**src/rtl/rrba_pkg.sv**
```systemverilog
package rrba_pkg;

   localparam int RRBA_PORTS = 4;

   localparam int MODE_W   = 3;
   localparam int PORT_W   = 4;
   localparam int REASON_W = 3;
   localparam int TICK_W   = 32;
   localparam int FAIL_W   = 6;
   localparam int CSR_IDX_W = 2;

   localparam logic [MODE_W-1:0] MODE_REQUEST  = 3'd0;
   localparam logic [MODE_W-1:0] MODE_ACQUIRE  = 3'd1;
   localparam logic [MODE_W-1:0] MODE_COMPLETE = 3'd2;
   localparam logic [MODE_W-1:0] MODE_CANCEL   = 3'd3;
   localparam logic [MODE_W-1:0] MODE_QUERY    = 3'd4;

   localparam logic [CSR_IDX_W-1:0] REG_BASE_DELAY = 2'd0;
   localparam logic [CSR_IDX_W-1:0] REG_MAX_DELAY  = 2'd1;

   localparam logic [TICK_W-1:0] BASE_DELAY_RESET = 32'd1;
   localparam logic [TICK_W-1:0] MAX_DELAY_RESET  = 32'd65536;
   localparam logic [FAIL_W-1:0] FAIL_MAX         = 6'd63;

   typedef struct packed {
      logic load;     // capture the accepted item
      logic exec;     // evaluate and commit the item
      logic bo_run;   // backoff unit iterating
   } ctl_cmd_type;

   typedef struct packed {
      logic need_bo;  // item needs a backoff value
      logic bo_done;  // backoff unit has its value this cycle
   } dp_status_type;

endpackage

```
**src/rtl/rrba_req_if.sv**
```systemverilog
interface rrba_req_if;
   import rrba_pkg::*;
   logic                valid;
   logic                ready;
   logic [MODE_W-1:0]   mode;
   logic [PORT_W-1:0]   port;
   logic [REASON_W-1:0] reason;
   logic                success;
   logic [TICK_W-1:0]   cur_tick;
   modport source (output valid, mode, port, reason, success, cur_tick, input ready);
   modport sink (input valid, mode, port, reason, success, cur_tick, output ready);
endinterface

```
**src/rtl/rrba_rsp_if.sv**
```systemverilog
interface rrba_rsp_if;
   import rrba_pkg::*;
   logic                valid;
   logic                ready;
   logic                ok;
   logic [PORT_W-1:0]   grant_port;
   logic [REASON_W-1:0] grant_reason;
   logic [TICK_W-1:0]   retry_delay;
   modport source (output valid, ok, grant_port, grant_reason, retry_delay, input ready);
   modport sink (input valid, ok, grant_port, grant_reason, retry_delay, output ready);
endinterface

```
**src/rtl/rrba_csr_if.sv**
```systemverilog
interface rrba_csr_if;
   import rrba_pkg::*;
   logic                 valid;
   logic                 ready;
   logic [CSR_IDX_W-1:0] index;
   logic [TICK_W-1:0]    data;
   modport source (output valid, index, data, input ready);
   modport sink (input valid, index, data, output ready);
endinterface

```
**src/rtl/rrba_ctrl.sv**
```systemverilog
module rrba_ctrl
   import rrba_pkg::*;
(
   input  logic          clock,
   input  logic          reset,
   input  logic          req_valid,
   output logic          req_ready,
   output logic          rsp_valid,
   input  logic          rsp_ready,
   input  dp_status_type status,
   output ctl_cmd_type   cmd
);

   typedef enum logic [3:0] {
      S_IDLE    = 4'b0001,
      S_EXEC    = 4'b0010,
      S_BACKOFF = 4'b0100,
      S_DONE    = 4'b1000
   } state_type;

   state_type state_ff, state_in;

   always_comb begin
      state_in   = state_ff;
      cmd        = '0;
      req_ready  = 1'b0;
      rsp_valid  = 1'b0;
      case (state_ff)
         S_IDLE: begin
            req_ready = 1'b1;
            if (req_valid) begin
               cmd.load = 1'b1;
               state_in = S_EXEC;
            end
         end
         S_EXEC: begin
            cmd.exec = 1'b1;
            state_in = status.need_bo ? S_BACKOFF : S_DONE;
         end
         S_BACKOFF: begin
            cmd.bo_run = 1'b1;
            if (status.bo_done) state_in = S_DONE;
         end
         S_DONE: begin
            rsp_valid = 1'b1;
            if (rsp_ready) state_in = S_IDLE;
         end
         default: state_in = S_IDLE;
      endcase
   end

   always_ff @(posedge clock) begin
      if (reset) state_ff <= S_IDLE;
      else       state_ff <= state_in;
   end

   a_accept_exec: assert property (@(posedge clock) disable iff (reset)
      (req_valid && req_ready) |=> (state_ff == S_EXEC))
      else $error("accepted beat not executed next");
   a_bo_hold: assert property (@(posedge clock) disable iff (reset)
      (state_ff == S_BACKOFF && !status.bo_done) |=> (state_ff == S_BACKOFF))
      else $error("backoff left early");
   a_rsp_idle: assert property (@(posedge clock) disable iff (reset)
      (rsp_valid && rsp_ready) |=> req_ready)
      else $error("not idle after result beat");

endmodule

```
**src/rtl/rrba_dp.sv**
```systemverilog
module rrba_dp
   import rrba_pkg::*;
#(
   parameter int PORTS = RRBA_PORTS
)
(
   input  logic                 clock,
   input  logic                 reset,
   input  ctl_cmd_type          cmd,
   output dp_status_type        status,
   input  logic [MODE_W-1:0]    in_mode,
   input  logic [PORT_W-1:0]    in_port,
   input  logic [REASON_W-1:0]  in_reason,
   input  logic                 in_success,
   input  logic [TICK_W-1:0]    in_cur_tick,
   input  logic                 csr_we,
   input  logic [CSR_IDX_W-1:0] csr_index,
   input  logic [TICK_W-1:0]    csr_data,
   output logic                 out_ok,
   output logic [PORT_W-1:0]    out_grant_port,
   output logic [REASON_W-1:0]  out_grant_reason,
   output logic [TICK_W-1:0]    out_retry_delay
);

   localparam int PIDX_W = (PORTS > 1) ? $clog2(PORTS) : 1;
   localparam logic [PORT_W:0] PORTS_EXT = (PORT_W+1)'(PORTS);
   localparam logic [PIDX_W-1:0] LAST_PORT = PIDX_W'(PORTS - 1);

   // per-port state
   logic [PORTS-1:0]    pending_ff, pending_in;
   logic [PORTS-1:0]    waiting_ff, waiting_in;
   logic [REASON_W-1:0] reason_ff [PORTS];
   logic [REASON_W-1:0] reason_in [PORTS];
   logic [TICK_W-1:0]   tick_ff [PORTS];
   logic [TICK_W-1:0]   tick_in [PORTS];
   logic [FAIL_W-1:0]   fails_ff [PORTS];
   logic [FAIL_W-1:0]   fails_in [PORTS];
   logic                busy_ff, busy_in;
   logic [PIDX_W-1:0]   holder_ff, holder_in;
   logic [PIDX_W-1:0]   rot_ff, rot_in;

   logic [TICK_W-1:0]   base_ff, base_in, max_ff, max_in;

   logic [MODE_W-1:0]   mode_ff, mode_in;
   logic [PORT_W-1:0]   port_ff, port_in;
   logic [REASON_W-1:0] rsn_ff, rsn_in;
   logic                succ_ff, succ_in;
   logic [TICK_W-1:0]   now_ff, now_in;

   logic                ok_ff, ok_in;
   logic [PORT_W-1:0]   gport_ff, gport_in;
   logic [REASON_W-1:0] greason_ff, greason_in;
   logic [TICK_W-1:0]   delay_ff, delay_in;

   logic [TICK_W-1:0]   bo_d_ff, bo_d_in;
   logic [FAIL_W-1:0]   bo_i_ff, bo_i_in;
   logic [FAIL_W-1:0]   bo_n_ff, bo_n_in;

   logic [PIDX_W-1:0]   pi;
   logic                pv, is_holder;
   logic [PORTS-1:0]    elig, elig_hi;
   logic [TICK_W-1:0]   diff [PORTS];
   logic [PIDX_W-1:0]   pick_hi, pick_lo, pick;
   logic                any_hi, any_el;
   logic [TICK_W-1:0]   ceil_v, bo_val;
   logic                bo_done;
   logic [FAIL_W-1:0]   fails_inc;

   assign pi        = port_ff[PIDX_W-1:0];
   assign pv        = ({1'b0, port_ff} < PORTS_EXT);
   assign is_holder = busy_ff && pv && (holder_ff == pi);
   assign fails_inc = (fails_ff[pi] == FAIL_MAX) ? FAIL_MAX : fails_ff[pi] + 1'b1;

   // rotating priority pick over eligible ports
   always_comb begin
      pick_hi = '0;
      pick_lo = '0;
      for (int p = 0; p < PORTS; p++) begin
         diff[p]    = now_ff - tick_ff[p];
         elig[p]    = pending_ff[p] && !(waiting_ff[p] && diff[p][TICK_W-1]);
         elig_hi[p] = elig[p] && (PIDX_W'(p) >= rot_ff);
      end
      for (int p = PORTS - 1; p >= 0; p--) begin
         if (elig_hi[p]) pick_hi = PIDX_W'(p);
         if (elig[p])    pick_lo = PIDX_W'(p);
      end
      any_hi = |elig_hi;
      any_el = |elig;
      pick   = any_hi ? pick_hi : pick_lo;
   end

   // one doubling step per cycle while the backoff unit runs
   always_comb begin
      ceil_v  = (max_ff < base_ff) ? base_ff : max_ff;
      bo_done = 1'b1;
      bo_val  = '0;
      bo_d_in = bo_d_ff;
      bo_i_in = bo_i_ff;
      if (bo_d_ff == '0) begin
         bo_val = '0;
      end else if (bo_i_ff >= bo_n_ff) begin
         bo_val = (bo_d_ff > ceil_v) ? ceil_v : bo_d_ff;
      end else if (bo_d_ff >= ceil_v || bo_d_ff[TICK_W-1]) begin
         bo_val = ceil_v;
      end else begin
         bo_done = 1'b0;
         if (cmd.bo_run) begin
            bo_d_in = {bo_d_ff[TICK_W-2:0], 1'b0};
            bo_i_in = bo_i_ff + 1'b1;
         end
      end
      bo_n_in = bo_n_ff;
      status.bo_done = bo_done;
      status.need_bo = ((mode_ff == MODE_COMPLETE) && is_holder && !succ_ff)
                    || ((mode_ff == MODE_QUERY) && pv && waiting_ff[pi]);
      if (cmd.exec && status.need_bo) begin
         bo_d_in = base_ff;
         bo_i_in = FAIL_W'(1);
         bo_n_in = (mode_ff == MODE_COMPLETE) ? fails_inc : fails_ff[pi];
      end
   end

   always_comb begin
      pending_in = pending_ff;
      waiting_in = waiting_ff;
      reason_in  = reason_ff;
      tick_in    = tick_ff;
      fails_in   = fails_ff;
      busy_in    = busy_ff;
      holder_in  = holder_ff;
      rot_in     = rot_ff;
      ok_in      = ok_ff;
      gport_in   = gport_ff;
      greason_in = greason_ff;
      delay_in   = delay_ff;
      base_in    = base_ff;
      max_in     = max_ff;
      mode_in    = mode_ff;
      port_in    = port_ff;
      rsn_in     = rsn_ff;
      succ_in    = succ_ff;
      now_in     = now_ff;

      if (csr_we) begin
         case (csr_index)
            REG_BASE_DELAY: base_in = csr_data;
            REG_MAX_DELAY:  max_in  = csr_data;
            default: ;
         endcase
      end

      if (cmd.load) begin
         mode_in = in_mode;
         port_in = in_port;
         rsn_in  = in_reason;
         succ_in = in_success;
         now_in  = in_cur_tick;
      end

      if (cmd.exec) begin
         ok_in      = 1'b0;
         gport_in   = '0;
         greason_in = '0;
         delay_in   = '0;
         case (mode_ff)
            MODE_REQUEST: begin
               if (pv && rsn_ff != '0) begin
                  ok_in = 1'b1;
                  if (pending_ff[pi] || is_holder) begin
                     if (rsn_ff > reason_ff[pi]) reason_in[pi] = rsn_ff;
                  end else begin
                     pending_in[pi] = 1'b1;
                     waiting_in[pi] = 1'b0;
                     reason_in[pi]  = rsn_ff;
                     tick_in[pi]    = '0;
                  end
               end
            end
            MODE_ACQUIRE: begin
               if (!busy_ff && any_el) begin
                  pending_in[pick] = 1'b0;
                  waiting_in[pick] = 1'b0;
                  busy_in          = 1'b1;
                  holder_in        = pick;
                  rot_in           = (pick == LAST_PORT) ? '0 : pick + 1'b1;
                  ok_in            = 1'b1;
                  gport_in         = PORT_W'(pick);
                  greason_in       = reason_ff[pick];
               end
            end
            MODE_COMPLETE: begin
               if (is_holder) begin
                  busy_in = 1'b0;
                  ok_in   = 1'b1;
                  if (succ_ff) begin
                     pending_in[pi] = 1'b0;
                     waiting_in[pi] = 1'b0;
                     reason_in[pi]  = '0;
                     tick_in[pi]    = '0;
                     fails_in[pi]   = '0;
                  end else begin
                     fails_in[pi]   = fails_inc;
                     pending_in[pi] = 1'b1;
                     waiting_in[pi] = 1'b1;
                  end
               end
            end
            MODE_CANCEL: begin
               if (pv && !is_holder) begin
                  pending_in[pi] = 1'b0;
                  waiting_in[pi] = 1'b0;
                  reason_in[pi]  = '0;
                  tick_in[pi]    = '0;
                  fails_in[pi]   = '0;
                  ok_in          = 1'b1;
               end
            end
            MODE_QUERY: begin
               if (pv && waiting_ff[pi]) ok_in = 1'b1;
            end
            default: ;
         endcase
      end

      // deadline or queried delay once the backoff value is known
      if (cmd.bo_run && bo_done) begin
         if (mode_ff == MODE_QUERY) delay_in = bo_val;
         else                       tick_in[pi] = now_ff + bo_val;
      end
   end

   always_ff @(posedge clock) begin
      if (reset) begin
         pending_ff <= '0;
         waiting_ff <= '0;
         busy_ff    <= 1'b0;
         holder_ff  <= '0;
         rot_ff     <= '0;
         base_ff    <= BASE_DELAY_RESET;
         max_ff     <= MAX_DELAY_RESET;
         for (int p = 0; p < PORTS; p++) begin
            reason_ff[p] <= '0;
            tick_ff[p]   <= '0;
            fails_ff[p]  <= '0;
         end
      end else begin
         pending_ff <= pending_in;
         waiting_ff <= waiting_in;
         busy_ff    <= busy_in;
         holder_ff  <= holder_in;
         rot_ff     <= rot_in;
         base_ff    <= base_in;
         max_ff     <= max_in;
         reason_ff  <= reason_in;
         tick_ff    <= tick_in;
         fails_ff   <= fails_in;
      end
   end

   always_ff @(posedge clock) begin
      mode_ff    <= mode_in;
      port_ff    <= port_in;
      rsn_ff     <= rsn_in;
      succ_ff    <= succ_in;
      now_ff     <= now_in;
      ok_ff      <= ok_in;
      gport_ff   <= gport_in;
      greason_ff <= greason_in;
      delay_ff   <= delay_in;
      bo_d_ff    <= bo_d_in;
      bo_i_ff    <= bo_i_in;
      bo_n_ff    <= bo_n_in;
   end

   assign out_ok           = ok_ff;
   assign out_grant_port   = gport_ff;
   assign out_grant_reason = greason_ff;
   assign out_retry_delay  = delay_ff;

   a_wait_pending: assert property (@(posedge clock) disable iff (reset)
      !(|(waiting_ff & ~pending_ff)))
      else $error("port waiting without pending");
   a_holder_clear: assert property (@(posedge clock) disable iff (reset)
      busy_ff |-> !pending_ff[holder_ff])
      else $error("active holder still pending");
   a_grant_src: assert property (@(posedge clock) disable iff (reset)
      $rose(busy_ff) |-> $past(cmd.exec && mode_ff == MODE_ACQUIRE))
      else $error("grant outside acquire");

endmodule

```
**src/rtl/recovery_round_robin_backoff_arbiter.sv**
```systemverilog
// recovery arbiter: ports raise recovery requests with a severity reason, an
// acquire beat grants one pending port at a time in round-robin order, and a
// failed completion puts the port back with an exponential retry deadline
// (base_delay doubled per failure, capped at max(max_delay, base_delay)).
// every request beat gives exactly one result beat. an item goes through
// capture, execute and the result register plus, for a failed completion
// or a delay query, the doubling steps of the backoff unit and a final step
// to settle the value. one item is in flight at a time; the result
// register holds until the result beat is taken. csr writes are always
// taken and must only happen while the block is idle.
module recovery_round_robin_backoff_arbiter
   import rrba_pkg::*;
#(
   parameter int PORTS = RRBA_PORTS
)
(
   input logic        clock,
   input logic        reset,
   rrba_req_if.sink   req_bus,
   rrba_rsp_if.source rsp_bus,
   rrba_csr_if.sink   csr_bus
);

   ctl_cmd_type   cmd;
   dp_status_type status;

   // configuration port never stalls
   assign csr_bus.ready = 1'b1;

   // sequencer: capture, execute, backoff iterations, result beat
   rrba_ctrl u_ctrl (
      .clock     (clock),
      .reset     (reset),
      .req_valid (req_bus.valid),
      .req_ready (req_bus.ready),
      .rsp_valid (rsp_bus.valid),
      .rsp_ready (rsp_bus.ready),
      .status    (status),
      .cmd       (cmd)
   );

   // per-port state, round-robin pick, backoff unit and result register
   rrba_dp #(
      .PORTS (PORTS)
   ) u_dp (
      .clock            (clock),
      .reset            (reset),
      .cmd              (cmd),
      .status           (status),
      .in_mode          (req_bus.mode),
      .in_port          (req_bus.port),
      .in_reason        (req_bus.reason),
      .in_success       (req_bus.success),
      .in_cur_tick      (req_bus.cur_tick),
      .csr_we           (csr_bus.valid),
      .csr_index        (csr_bus.index),
      .csr_data         (csr_bus.data),
      .out_ok           (rsp_bus.ok),
      .out_grant_port   (rsp_bus.grant_port),
      .out_grant_reason (rsp_bus.grant_reason),
      .out_retry_delay  (rsp_bus.retry_delay)
   );

endmodule

```
**src/flat_wrapper.sv**
```systemverilog
// flat-port wrapper written by rule: the top's interface ports become plain ports
module recovery_round_robin_backoff_arbiter_flat import rrba_pkg::*;
#(
   parameter int PORTS = RRBA_PORTS
)
  (clock, reset, req_bus_valid, req_bus_mode, req_bus_port, req_bus_reason, req_bus_success, req_bus_cur_tick, req_bus_ready, rsp_bus_valid, rsp_bus_ok, rsp_bus_grant_port, rsp_bus_grant_reason, rsp_bus_retry_delay, rsp_bus_ready, csr_bus_valid, csr_bus_index, csr_bus_data, csr_bus_ready);
  rrba_req_if req_bus_i ();
  rrba_rsp_if rsp_bus_i ();
  rrba_csr_if csr_bus_i ();
  input logic clock;
  input logic reset;
  input wire logic [$bits(req_bus_i.valid)-1:0] req_bus_valid;
  input wire logic [$bits(req_bus_i.mode)-1:0] req_bus_mode;
  input wire logic [$bits(req_bus_i.port)-1:0] req_bus_port;
  input wire logic [$bits(req_bus_i.reason)-1:0] req_bus_reason;
  input wire logic [$bits(req_bus_i.success)-1:0] req_bus_success;
  input wire logic [$bits(req_bus_i.cur_tick)-1:0] req_bus_cur_tick;
  output wire logic [$bits(req_bus_i.ready)-1:0] req_bus_ready;
  output wire logic [$bits(rsp_bus_i.valid)-1:0] rsp_bus_valid;
  output wire logic [$bits(rsp_bus_i.ok)-1:0] rsp_bus_ok;
  output wire logic [$bits(rsp_bus_i.grant_port)-1:0] rsp_bus_grant_port;
  output wire logic [$bits(rsp_bus_i.grant_reason)-1:0] rsp_bus_grant_reason;
  output wire logic [$bits(rsp_bus_i.retry_delay)-1:0] rsp_bus_retry_delay;
  input wire logic [$bits(rsp_bus_i.ready)-1:0] rsp_bus_ready;
  input wire logic [$bits(csr_bus_i.valid)-1:0] csr_bus_valid;
  input wire logic [$bits(csr_bus_i.index)-1:0] csr_bus_index;
  input wire logic [$bits(csr_bus_i.data)-1:0] csr_bus_data;
  output wire logic [$bits(csr_bus_i.ready)-1:0] csr_bus_ready;
  assign req_bus_i.valid = req_bus_valid;
  assign req_bus_i.mode = req_bus_mode;
  assign req_bus_i.port = req_bus_port;
  assign req_bus_i.reason = req_bus_reason;
  assign req_bus_i.success = req_bus_success;
  assign req_bus_i.cur_tick = req_bus_cur_tick;
  assign req_bus_ready = req_bus_i.ready;
  assign rsp_bus_valid = rsp_bus_i.valid;
  assign rsp_bus_ok = rsp_bus_i.ok;
  assign rsp_bus_grant_port = rsp_bus_i.grant_port;
  assign rsp_bus_grant_reason = rsp_bus_i.grant_reason;
  assign rsp_bus_retry_delay = rsp_bus_i.retry_delay;
  assign rsp_bus_i.ready = rsp_bus_ready;
  assign csr_bus_i.valid = csr_bus_valid;
  assign csr_bus_i.index = csr_bus_index;
  assign csr_bus_i.data = csr_bus_data;
  assign csr_bus_ready = csr_bus_i.ready;
  recovery_round_robin_backoff_arbiter #(.PORTS(PORTS)) u_core (.clock(clock), .reset(reset), .req_bus(req_bus_i), .rsp_bus(rsp_bus_i), .csr_bus(csr_bus_i));
endmodule
```
**config.mk**
```make
export PLATFORM = sky130hd
export DESIGN_NAME = recovery_round_robin_backoff_arbiter_flat
export DESIGN_NICKNAME = d
export VERILOG_FILES = /design/src/rtl/rrba_pkg.sv /design/src/rtl/rrba_req_if.sv /design/src/rtl/rrba_rsp_if.sv /design/src/rtl/rrba_csr_if.sv /design/src/rtl/rrba_ctrl.sv /design/src/rtl/rrba_dp.sv /design/src/rtl/recovery_round_robin_backoff_arbiter.sv /design/src/flat_wrapper.sv
export SDC_FILE = /design/constraint.sdc
export NUM_CORES = 1
export LEC_CHECK = 0
export BUFFER_PORTS_ARGS = -buffer_cell sky130_fd_sc_hd__buf_2
export CORE_MARGIN = 5
export CORE_UTILIZATION = 55
export CTS_CLUSTER_SIZE = 10
export DETAILED_ROUTE_END_ITERATION = 16
export HOLD_SLACK_MARGIN = 0.15
export PLACE_DENSITY = 0.78
export SETUP_SLACK_MARGIN = 0.15
export SYNTH_ARGS = -nofsm -noshare
export SYNTH_HDL_FRONTEND = slang
export SYNTH_SLANG_ARGS = --single-unit
```
**constraint.sdc**
```tcl
create_clock -name clock -period 9.1 [get_ports clock]
set_input_delay 1.82 -clock clock [delete_from_list [all_inputs] [get_ports clock]]
set_output_delay 1.82 -clock clock [all_outputs]
set_load 0.01 [all_outputs]
```
==> impl_results.md, run 1 <==
* Placed Instances at 3,110
* Max Cap Viol at 0
* FF-to-FF setup slack at 0.90 ns
* Crit path kind: reg -> reg
* FF-to-FF Start: u_core.u_dp.base_ff[22]$_SDFFE_PP0P_
* Min-delay src: u_core.u_dp.fails_ff[23]$_SDFFE_PP0P_
* Delay-heaviest family, CP: compound AO/OA/AOI/OAI gates
* Unique masters post-synth at 96
* Slowest-stage cell, CP: a221oi_1
* Synth Cell Area at 21,920 sq um
* Most frequent cells in the layout: nand2_1 (317), dfxtp_1 (283), a21oi_1 (253), ha_1 (229), inv_1 (222)
* CTS Buf Count at 45
* Sink Count at 370
* CTS tree: done
* Max-slew headroom at 22.57%
* Vias in the first global route at 18.71k
* Initial Util at 55.42%
* Die area at between 40,000 and 50,000 sq um
* Sequential element share of the synthesized area at 37.77%
* Synth Instances at 2,559
* Crit-path max FO at 29
* H-tree depth at 2
* Final-report hold violation count at 0
* Final min period at 8.199 ns
* Vias at 19.28k
* Chip width at between 200 and 250 microns
* Critical R2R Capture: u_core.u_dp.tick_ff[60]$_SDFF_PP0_
* Actual slew at the worst max-slew pin at 1.160 ns
* Antenna violations before repair at 1
* Commonest non-fill, non-tap cell in the layout: nand2_1
* Area Overhead vs Synth at 11.04%
* End of the worst hold path: u_core.u_dp.fails_ff[23]$_SDFFE_PP0P_
* Pleak at between 9 and 10 nW
* Hold buffer count at CTS at 0
* Routability cong. at 0.9612
* Largest net degree at the start of global routing at 90
* Routed WL at roughly 64,000 microns
* RSZ-0062 raised after global routing: false
* Max Buffers Root-to-Sink at 3
* Worst path max stage delay at 0.68 ns
* PD cells at 164.5 nW/um^2
* First-pass GRT wire length at between 100,000 and 150,000 microns
* Number of synthesized register bits at 370
* Status: complete, no violations
* Fmax at 122.0 MHz
* Synth warnings at 0
* R2R depth at 32
* Synth async-reset ratio at 0%
* Drt drc at 0
* Mean Syn Cell Area at around 8.6 sq um
* Dpl hpwl at 45,650 microns
* Buf+Inv Stages, Crit Path at 4
* CP required at 9.58 ns
* Core area at 39,550 sq um
* Worst-path clk slew at 0.07 ns
* PortBufs at around 120
* Drt initial violations at 1,623
* Drt first pass iters at 5
* Die height at 209.6 microns
* Final setup violating endpoints at 0
* CP endpoint kind: register
* Top-level I/O count at 125
* Hold path depth at 2
* Antenna-violating nets left at 0
* All-Layer GR Usage at 28.22%
* Number of synthesized flops with an enable pin at between 80 and 90
* Crit path DAT at between 8 and 9 ns
* Avg WL per Cell at 20.02 microns
* N_diodes at 0
* FP Rows at 73
* Setup TNS at 0 ns
* Final Cycle Share at 90.10%
* CP most frequent cell: ha_1
* Clock tree root buffer cell: clkbuf_16
* DR vias/cell at just over 6
* Crit path launch type: register
* Grt ovf at 0
* Ys flop type: dfxtp_1
* Layout cell share with drive strength beyond 1 at 10.15%
* Final Max Tran Viols at 0
* Fin nets at 2,949
* VDD IR max at 0.1372 mV
* Clk_lat worst skew at 0.58 ns
* Worst hold path class: reg -> reg
* Layout Skew at around 0.018 ns
* Fin cells at 3,194
* Total power at 4.004 mW
## cells in the mapped netlist, types with 14 or more instances
master,instances,area [sq um]
dfxtp_1,283,5665
and2_1,22,137.6
buf_2,30,150.1
ha_1,229,2865
a21o_1,17,127.6
nor3_1,16,80.08
o21ai_0,101,505.5
xnor2_1,20,175.2
mux2i_1,107,1071
nand2_1,317,1190
nor2b_1,41,256.5
nand3_1,129,645.6
xor2_1,17,148.9
inv_1,223,837.1
a31oi_1,52,325.3
a22o_1,32,280.3
o31ai_1,14,105.1
or3_1,14,87.58
nand2b_1,16,100.1
nor2_1,195,732.0
edfxtp_1,87,2613
a21oi_1,255,1276
o21a_1,21,157.7
nand4_1,35,219.0
clkbuf_1,82,307.8
## metrics by stage
| step | setup slack [ns] | hold WS, ns | util [%] | instance area, sq um |
|---|---|---|---|---|
| after global routing | 0.1979 | 0.4828 | 61.54 | 24340 |
| after detailed placement | 0.6327 | 0.4475 | 57.95 | 22920 |
| final | 0.9010 | 0.4559 | 61.54 | 24340 |
| after global placement | 1.053 | 0.4385 | 57.95 | 22920 |
| after CTS | 0.5449 | 0.4592 | 61.43 | 24300 |
| after floorplan | 2.170 | 0.4331 | - | 21920 |
## final cells by class
class                      count  area (sq um)
clock inverter                 3         22.52
timing repair buffer         151         840.8
multi-input combinational   1844         12330
clock buffer                  76          1355
fill                        3324         15210
inverter                     225         849.6
tap                          525         656.9
sequential                   370          8278
## worst max path at each step
stage / end / startpoint / slack [ns] / cells after the start
floorplan: u_core.u_dp.tick_ff[125]$_SDFF_PP0_ / u_core.u_dp.base_ff[22]$_SDFFE_PP0P_ / 2.17 / 30
global placement: u_core.u_dp.tick_ff[28]$_SDFF_PP0_ / u_core.u_dp.base_ff[1]$_SDFFE_PP0P_ / 1.05 / 33
detailed placement: u_core.u_dp.tick_ff[60]$_SDFF_PP0_ / u_core.u_dp.base_ff[22]$_SDFFE_PP0P_ / 0.63 / 33
CTS: u_core.u_dp.tick_ff[60]$_SDFF_PP0_ / u_core.u_dp.base_ff[22]$_SDFFE_PP0P_ / 0.54 / 33
global route: u_core.u_dp.tick_ff[28]$_SDFF_PP0_ / u_core.u_dp.base_ff[22]$_SDFFE_PP0P_ / 0.20 / 33
finish: u_core.u_dp.tick_ff[60]$_SDFF_PP0_ / u_core.u_dp.base_ff[22]$_SDFFE_PP0P_ / 0.90 / 32
## sequential cells by signal, indices dropped and copies added (netlist names), 4 cells and up
signal,count
u_core.u_dp.reason_ff,12
u_core.u_dp.out_retry_delay,32
u_core.u_dp.bo_n_ff,6
u_core.u_ctrl.state_ff,4
u_core.u_dp.waiting_ff,4
u_core.u_dp.pending_ff,4
u_core.u_dp.base_ff,32
u_core.u_dp.tick_ff,128
u_core.u_dp.now_ff,32
u_core.u_dp.bo_d_ff,32
u_core.u_dp.max_ff,32
u_core.u_dp.port_ff,4
u_core.u_dp.fails_ff,24
u_core.u_dp.bo_i_ff,6
## what timing repair did
item,in CTS,in global routing
resized for setup,0,1
setup buffers,0,5
setup endpoints to repair,0,36
## worst reg2reg max path: cells and delay by family, from the launching register on
family	cells	cell delay, ns
simple gates	8	1.55
fa+ha+maj	4	1.26
mux	1	0.29
flops	1	0.37
compound gates	14	3.66
xor+xnor	1	0.27
buf+inv	4	0.71
## layer usage
| metal | vias to the layer above | wire length [microns] | GRT usage, % |
|---|---|---|---|
| met4 | 0 | 2787 | 11.75 |
| li1 | 9207 | - | - |
| met1 | 9174 | 27410 | 38.01 |
| met2 | 715 | 29360 | 45.64 |
| met5 | - | 0 | 0 |
| met3 | 180 | 4391 | 4.200 |
## logic make-up after synthesis
kind of cell / count (synthesis) / share of synthesized area, %
xor gates and xnor gates: 37 / 1.479
buffers and inverters: 346 / 6.205
DFF: 370 / 37.77
adders and majority gates: 230 / 13.16
other: 2 / 0.03427
and+or+nand+nor: 856 / 18.25
muxes: 122 / 6.223
AOI/OAI and AO/OA: 596 / 16.88
## report_power, final
| part | total [mW] | leakage [nW] | switching (mW) | internal (mW) |
|---|---|---|---|---|
| combinational | 0.538 | 5.80 | 0.336 | 0.202 |
| sequential | 1.75 | 3.09 | 0.0476 | 1.71 |
| clock | 1.71 | 0.668 | 0.705 | 1.01 |
| total | 4.00 | 9.56 | 1.09 | 2.92 |
Note: power is estimated with default switching activity, not from simulation.
==> inputs of run 2 (changes only) <==
- clock period: 9.1 -> 10.08 ns (I/O delays scaled with it)
==> run 2 against run 1 <==
Clock power down 13%; count of clock-buffer cells in the layout down 2; die area unchanged; global-route usage down 0.25 points; final area down 0.56%; total power down 11%.
==> impl_results.md, run 2 (synthesis gave the netlist of run 1 again) <==
* CP required at 10.54 ns (+0.96 ns)
* Routability cong. at 0.9702 (+0.94%)
* Clock tree root buffer cell: clkbuf_16
* Hold buffer count at CTS at 0 (unchanged)
* Initial Util at 55.42% (unchanged)
* Slowest-stage cell, CP: nor3_2
* H-tree depth at 2 (unchanged)
* Worst path max stage delay at 0.66 ns (-0.02 ns)
* Hold path depth at 2 (unchanged)
* Chip width at 209.6 microns (unchanged)
* Drt first pass iters at 6 (+1)
* Total power at 3.546 mW (-11%)
* Worst setup margin at 0.8969 ns (-0.004061 ns)
* Final setup violating endpoints at 0 (unchanged)
* Crit path DAT at 9.65 ns (+0.97 ns)
* Final min period at 9.183 ns (+0.9841 ns)
* RSZ-0062 raised after global routing: false
* Grt ovf at 0 (unchanged)
* Post-layout util at 61.19% (-0.34 points)
* Vias at 19.34k (+0.33%)
* CP most frequent cell: ha_1
* Pleak at 9.481 nW (-0.85%)
* Min-delay src: u_core.u_dp.tick_ff[61]$_SDFF_PP0_
* CP endpoint kind: register
* Avg WL per Cell at 20.04 microns (+0.12%)
* Drt drc at 0 (unchanged)
* Top-level I/O count at 125 (unchanged)
* Fin cells at 3,182 (-0.38%)
* CTS resizes at 0 (unchanged)
* PD cells at 146.5 nW/um^2 (-11%)
* Worst-path clk slew at 0.06 ns (about the same)
* Max FFs per register at 128 (unchanged)
* Clk_lat worst skew at 0.58 ns (about the same)
* Area Overhead vs Synth at 10.42%
* DR vias/cell at 6.078 (+0.71%)
* Post-CTS setup buffer count at 0 (unchanged)
* Final-report hold violation count at 0 (unchanged)
* Largest net degree at the start of global routing at 89 (-1.1%)
* Commonest non-fill, non-tap cell in the layout: nand2_1
* Die height at 209.6 microns (unchanged)
* Vias in the first global route at 19.06k (+1.8%)
* Setup TNS at 0 ns (unchanged)
* Sink Count at 370 (unchanged)
* Drt initial violations at 1,696 (+4.5%)
* CTS Buf Count at 44 (-2.2%)
* Worst setup path start: u_core.u_dp.base_ff[22]$_SDFFE_PP0P_
* Fmax at 108.9 MHz (-11%)
* Final Max Tran Viols at 0 (unchanged)
* Routed WL at 63,780 microns (-0.26%)
* FP Rows at 73 (unchanged)
* Dpl hpwl at 45,900 microns (+0.54%)
* Placed Instances at 3,105 (-0.16%)
* Die area at 43,940 sq um (unchanged)
* Layout cell share with drive strength beyond 1 at 9.673% (-0.48 points)
* Crit-path max FO at 25 (-14%)
* FF-to-FF Start: u_core.u_dp.base_ff[22]$_SDFFE_PP0P_
* Worst hold path class: reg -> reg
* VDD IR max at 0.1484 mV (+8.2%)
* PortBufs at 121 (unchanged)
* Actual slew at the worst max-slew pin at 1.121 ns (-0.03911 ns)
* Most frequent cells in the layout: nand2_1 (317), dfxtp_1 (283), a21oi_1 (253), ha_1 (229), inv_1 (222)
* Buf+Inv Stages, Crit Path at 4 (unchanged)
* Delay-heaviest family, CP: compound AO/OA/AOI/OAI gates
* Status: complete, no violations
* Fin nets at 2,938 (-0.37%)
* Max Cap Viol at 0 (unchanged)
* Max Buffers Root-to-Sink at 3 (unchanged)
* Number of cells on the critical path at 32 (unchanged)
* All-Layer GR Usage at 27.97% (-0.25 points)
* Core area at 39,550 sq um (unchanged)
* Pre-CTS setup slack at 1.109 ns (+0.4763 ns)
* Layout Skew at 0.02402 ns (+0.006174 ns)
* R2R depth at 32 (unchanged)
* Crit path kind: reg -> reg
* Max-slew headroom at 25.01% (+2.4 points)
* Antenna violations before repair at 0 (-1)
* First-pass GRT wire length at 99,840 microns (-0.86%)
* Crit path launch type: register
* CTS tree: done
* Largest Register: u_core.u_dp.tick_ff
* Final Cycle Share at 91.10% (+1.0 points)
* Antenna-violating nets left at 0 (unchanged)
* N_diodes at 0 (unchanged)
==> run 2: worst paths after layout <==
check | end | slack [ns]
max | u_core.u_dp.tick_ff[28]$_SDFF_PP0_ | 0.90
min | u_core.u_dp.tick_ff[61]$_SDFF_PP0_ | 0.46
max reg2reg | u_core.u_dp.tick_ff[28]$_SDFF_PP0_ | 0.90
min reg2reg | u_core.u_dp.tick_ff[61]$_SDFF_PP0_ | 0.46
==> run 2: layer usage <==
layer | track usage (%) | up-vias | wire (microns)
met4 | 14.02 | 0 | 3279
li1 | - | 9170 | -
met1 | 36.58 | 9206 | 26660
met5 | 0 | - | 0
met2 | 45.45 | 765 | 29150
met3 | 3.991 | 198 | 4695
==> run 2: final cells by class <==
class	count	area [sq um]
Clock inverter	3	22.52
Tap cell	525	656.9
Multi-Input combinational cell	1844	12330
Clock buffer	74	1285
Timing Repair Buffer	141	774.5
Fill cell	3428	15350
Inverter	225	849.6
Sequential cell	370	8278
==> run 2: per-stage QoR <==
stage	area [sq um]	hold WS (ns)
final	24200	0.4623
after global routing	24200	0.4815
after CTS	24200	0.4611
after detailed placement	22890	0.4519
after global placement	22890	0.4406
after floorplan	21920	0.4331
==> run 2: worst min-delay path: stages, from the launching register on <==
cell,delay (ns)
dfxtp_1,0.31
nand3_1,0.06
nand2_1,0.04
==> run 2: where the power goes <==
| group | switching, mW | internal, mW | leakage (nW) | total [mW] |
|---|---|---|---|---|
| registers | 0.0477 | 1.54 | 3.09 | 1.59 |
| clock network | 0.628 | 0.862 | 0.632 | 1.49 |
| logic | 0.295 | 0.173 | 5.76 | 0.468 |
| total | 0.971 | 2.58 | 9.48 | 3.55 |
